[config.mk]
export PLATFORM = sky130hd
export DESIGN_NAME = arwat_tables
export DESIGN_NICKNAME = d
export VERILOG_FILES = /design/src/hdl/arwat_pkg.sv /design/src/hdl/arwat_tables.sv
export SDC_FILE = /design/constraint.sdc
export NUM_CORES = 2
export LEC_CHECK = 0
export BUFFER_PORTS_ARGS = -buffer_cell sky130_fd_sc_hd__buf_2
export CORE_ASPECT_RATIO = 0.9
export CORE_MARGIN = 2
export CORE_UTILIZATION = 55
export CTS_CLUSTER_SIZE = 10
export DETAILED_ROUTE_END_ITERATION = 6
export PLACE_DENSITY = 0.71
export SLEW_MARGIN = 20
export SYNTH_ARGS = -nofsm -noshare
export SYNTH_HDL_FRONTEND = slang
export SYNTH_MEMORY_MAX_BITS = 65536
export SYNTH_SLANG_ARGS = --single-unit
[constraint.sdc]
create_clock -name clk -period 15.93 [get_ports clk]
set_clock_uncertainty 0.05 [all_clocks]
set_input_delay 0.7965 -clock clk [delete_from_list [all_inputs] [get_ports clk]]
set_output_delay 0.7965 -clock clk [all_outputs]
set_load 0.01 [all_outputs]
[src/hdl/arwat_pkg.sv]
`timescale 1ns / 1ps

package arwat_pkg;

  // item kinds
  localparam logic [1:0] KIND_WRITE    = 2'd0;
  localparam logic [1:0] KIND_LOAD_REG = 2'd1;
  localparam logic [1:0] KIND_LOAD_WIN = 2'd2;

  localparam int TAG_LSB   = 30;
  localparam int TAG_W     = 64 - TAG_LSB;
  localparam int BUS_W     = 20;
  localparam int NUM_BASES = 8;

  localparam logic [63:0] LOW_MASK = 64'h0000_0000_3FFF_FFFF;
  localparam logic [63:0] TAG_MASK = 64'hFFFF_FFFF_C000_0000;

  localparam logic [BUS_W-1:0] ACCEL_BASE [NUM_BASES] = '{
    20'hD0000, 20'hE0000, 20'hF0000, 20'h80000,
    20'h90000, 20'hA0000, 20'hB0000, 20'hC0000
  };

  typedef enum logic [2:0] {
    ST_IDLE,
    ST_SCAN_REG,
    ST_SCAN_WIN,
    ST_EMIT_ONE,
    ST_EMIT_LO,
    ST_EMIT_HI
  } state_t;

  // table access strobes from the sequencer
  typedef struct packed {
    logic ld_reg;
    logic ld_win;
    logic rd_reg;
    logic rd_win;
  } tbl_req_t;

endpackage

[src/hdl/arwat_tables.sv]
`timescale 1ns / 1ps

module arwat_tables #(
  parameter int NE = 192,
  parameter int EW = 8,
  parameter int NW = 16,
  parameter int WW = 4
) (
  input  logic                         clk,
  input  logic                         rst,
  input  arwat_pkg::tbl_req_t          req,
  input  logic [EW-1:0]                ent_wr_idx,
  input  logic                         ent_wr_valid,
  input  logic [15:0]                  ent_wr_offset,
  input  logic [WW-1:0]                win_wr_idx,
  input  logic [arwat_pkg::TAG_W-1:0]  win_wr_tag,
  input  logic [63:0]                  win_wr_phys,
  input  logic [EW-1:0]                ent_rd_idx,
  input  logic [WW-1:0]                win_rd_idx,
  output logic                         ent_rd_valid,
  output logic [15:0]                  ent_rd_offset,
  output logic [arwat_pkg::TAG_W-1:0]  win_rd_tag,
  output logic [63:0]                  win_rd_phys
);

  logic [NE-1:0] ent_vld;
  logic [15:0]   ent_mem [NE];
  logic [arwat_pkg::TAG_W-1:0] tag_mem [NW];
  logic [63:0]   phys_mem [NW];

  // valid marks clear on reset, offsets stay undefined until loaded
  always_ff @(posedge clk) begin
    if (rst) begin
      ent_vld <= '0;
    end else if (req.ld_reg) begin
      ent_vld[ent_wr_idx] <= ent_wr_valid;
    end
  end

  always_ff @(posedge clk) begin
    if (req.ld_reg) begin
      ent_mem[ent_wr_idx] <= ent_wr_offset;
    end
    if (req.rd_reg) begin
      ent_rd_offset <= ent_mem[ent_rd_idx];
      ent_rd_valid  <= ent_vld[ent_rd_idx];
    end
  end

  always_ff @(posedge clk) begin
    if (req.ld_win) begin
      tag_mem[win_wr_idx]  <= win_wr_tag;
      phys_mem[win_wr_idx] <= win_wr_phys;
    end
    if (req.rd_win) begin
      win_rd_tag  <= tag_mem[win_rd_idx];
      win_rd_phys <= phys_mem[win_rd_idx];
    end
  end

endmodule

==> impl_metrics.tcl <==
set metrics [dict create \
    stdcell_area_mm2 0.212 \
    min_period_over_period 0.322 \
    grt_max_degree 163 \
    drc 0 \
    track_usage 0.273 \
    grt_pass1_wl_mm 677 \
    dieWidth_um 621 \
    r2r-start "ent_mem[31][14]$_DFFE_PP_" \
    cts-buffers-inserted 568 \
    ant_nets 0 \
    slew_viol_final 0 \
    viasPerCell 6.75 \
    cts.sinks 4947 \
    die_area_mm2 0.347 \
    final_common_cell "edfxtp_1" \
    hold_class "input port to register" \
    routabilityCongestion 0.877 \
    dr.pass1.iters 6 \
    crit_path_start "ent_rd_idx[1]" \
    status "complete, no violations" \
    syn_inst 8278 \
    drive_gt1_frac 0.296 \
    hold_viol 0 \
    cts_root_buffer "clkbuf_16" \
    max_clock_freq_ghz 0.195 \
    vdd_ir_drop_max_mv 0.105 \
    synthToLayoutAreaGrowth_pct 12.5 \
    timing_worst_setup_path_type "input port to register" \
    dp_hpwl_mm 253 \
    cp_data_arrival_time_ns 5.80 \
    cts_setup_buffers 0 \
    synthFlopType "edfxtp_1" \
    yosysSeqAreaShare 0.779 \
    fp.dieH_um 559 \
    drt_wl_total_mm 474 \
    hold_buffers 0 \
    min_period_ns 5.13 \
    dr_total_vias 92073 \
    antenna_found_initial 69 \
    ys_types 54 \
    drt-initial-drc-count 11897 \
    rsz0062_at_grt "no" \
    place_area_mm2 0.196 \
    htreeDepth 6 \
    dpl_worst_slack_ns 9.76 \
    fp.coreArea_mm2 0.340 \
    routedWlPerCell_um 34.8 \
    ctsResizeCount 0 \
    synth_edf_count 4755 \
    clk_pin_slew_ns 0.06 \
    grt.overflow.total 0 \
    cts_max_path_buffers 4 \
    num_rows 203 \
    rr_worst_depth 6 \
    layout.nets 9078 \
    endpoint_kind "register" \
    design.portCount 260 \
    port_buffers 259 \
    tightest_slew_ns 1.25 \
    nFillCells 22215 \
    max-cap-violations 0 \
    avgSynthCellArea_um2 22.7 \
    async_flop_share 0 \
    ys_ff_latch 4947 \
    grt_pass1_vias 93609 \
    r2r-end "ent_rd_offset[14]$_DFFE_PP_" \
    setup_ws_ns 10.80 \
    layout_common_cells "4755 x edfxtp_1, 1393 x mux4_2, 580 x clkbuf_16, 309 x buf_4, 298 x nand2_1" \
    power_leakage_nw 65.9 \
    critPathRequiredTime_ns 16.60 \
    endpoint "ent_rd_offset[1]$_DFFE_PP_" \
    finalPower_mw 27.2 \
    cts_tree "built" \
    initial_core_util 0.553 \
    power_density_mw_per_mm2 128 \
    syn_area_mm2 0.188 \
    critPathMaxFanout 128 \
    final_util 0.622 \
    setup_tns_ns 0 \
    relSlewSlack 0.169 \
    synth_fp_nets 8423 \
    synth_warnings 0 \
    insertion_delay_ns 1.02 \
    startpoint_type "input port" \
    min_from "win_wr_tag[14]" \
    r2r_slack_ns 12.32 \
    setup_violations 0 \
]
[metrics by stage]
step                cells  hold slack (ns)
global route        13627           0.0849
global placement    12867            0.405
detailed placement  12867            0.415
finish              13640           0.0982
CTS                 13612           0.0362
floorplan            8278            0.401
[cells by family (layout without fill, tap and decap cells)]
| kind of cell | Yosys count | count (layout) | synth area share |
|---|---|---|---|
| other cells | 0 | 22 | 0 |
| simple gates | 674 | 674 | 0.0148 |
| mux | 1501 | 1501 | 0.172 |
| buf+inv | 507 | 1337 | 0.0133 |
| compound gates | 649 | 649 | 0.0208 |
| flops | 4947 | 4947 | 0.779 |
[metal layers]
layer | up-vias | wire length, um | GRT usage
met2 | 5766 | 225000 | 0.423
met3 | 1059 | 58600 | 0.0788
met1 | 48947 | 172000 | 0.376
met4 | 66 | 17900 | 0.0971
li1 | 36235 | - | -
met5 | - | 397 | 0
[worst min-delay path by stage]
stage                                      endpoint  slack [ns]  depth (start not counted)
after detailed placement   ent_vld[93]$_SDFFE_PP0P_        0.41                          2
after global routing      tag_mem[11][13]$_DFFE_PP_        0.08                          1
after CTS                  tag_mem[3][14]$_DFFE_PP_        0.04                          1
final                     tag_mem[14][14]$_DFFE_PP_         0.1                          1
after floorplan           ent_vld[102]$_SDFFE_PP0P_        0.40                          2
after global placement     ent_vld[73]$_SDFFE_PP0P_        0.41                          2
[cell type report]
type / count / area, um2 / share of cell area
Timing Repair Buffer: 585 / 4170 / 0.0197
Antenna cell: 22 / 55.1 / 0.000260
Clock buffer: 691 / 14900 / 0.0706
Multi-Input combinational cell: 2824 / 39500 / 0.187
Clock inverter: 54 / 779 / 0.00368
Sequential cell: 4947 / 147000 / 0.692
Tap cell: 4510 / 5640 / 0.0266
Inverter: 7 / 38.8 / 0.000183
[synth_stat cells, types with 6 or more instances]
cell type     n  area (um2)
buf_6        29         327
a32oi_1      28         245
and2_1        6        37.5
nand3_1      34         170
o21ai_0     190         951
buf_4        82         616
edfxtp_1   4755      143000
mux2_2       17         191
a22oi_1      53         398
o22ai_1      30         188
buf_1        58         218
o211ai_1     13        97.6
a22o_1       37         324
nor2_1      255         957
clkbuf_1    273        1020
dfxtp_1     192        3840
nand2_1     299        1120
o21ai_1       6        30.0
nand2b_1     13        81.3
nand4_1      14        87.6
nor2b_1      20         125
nor3_1       14        70.1
mux2i_1      91         911
a31oi_1      14        87.6
a211oi_1     10        75.1
mux4_2     1393       31400
a221oi_1     19         166
a21oi_1     220        1100
buf_2        57         285
[worst max-delay path, stage by stage]
cell and delay [ns]:
buf_8 0.67, buf_12 0.63, buf_4 0.79, buf_4 0.65, mux4_2 0.43, mux4_2 0.46, a211o_1 0.31, nor3_1 0.65
nor4_1 0.12
[power by group]
group,total (mW),leakage (nW),internal [mW],switching (mW)
combinational,1.27,13.8,0.472,0.799
sequential,14.5,44.4,14.4,0.0507
clock,11.4,7.65,6.58,4.86
[flip-flops by register name, indices dropped and copies added, names as in the netlist]
name / cells
ent_mem: 3072
phys_mem: 1024
tag_mem: 544
ent_vld: 192
win_rd_phys: 64
win_rd_tag: 34
ent_rd_offset: 16
ent_rd_valid: 1
Note: power is estimated with default switching activity, not from simulation.
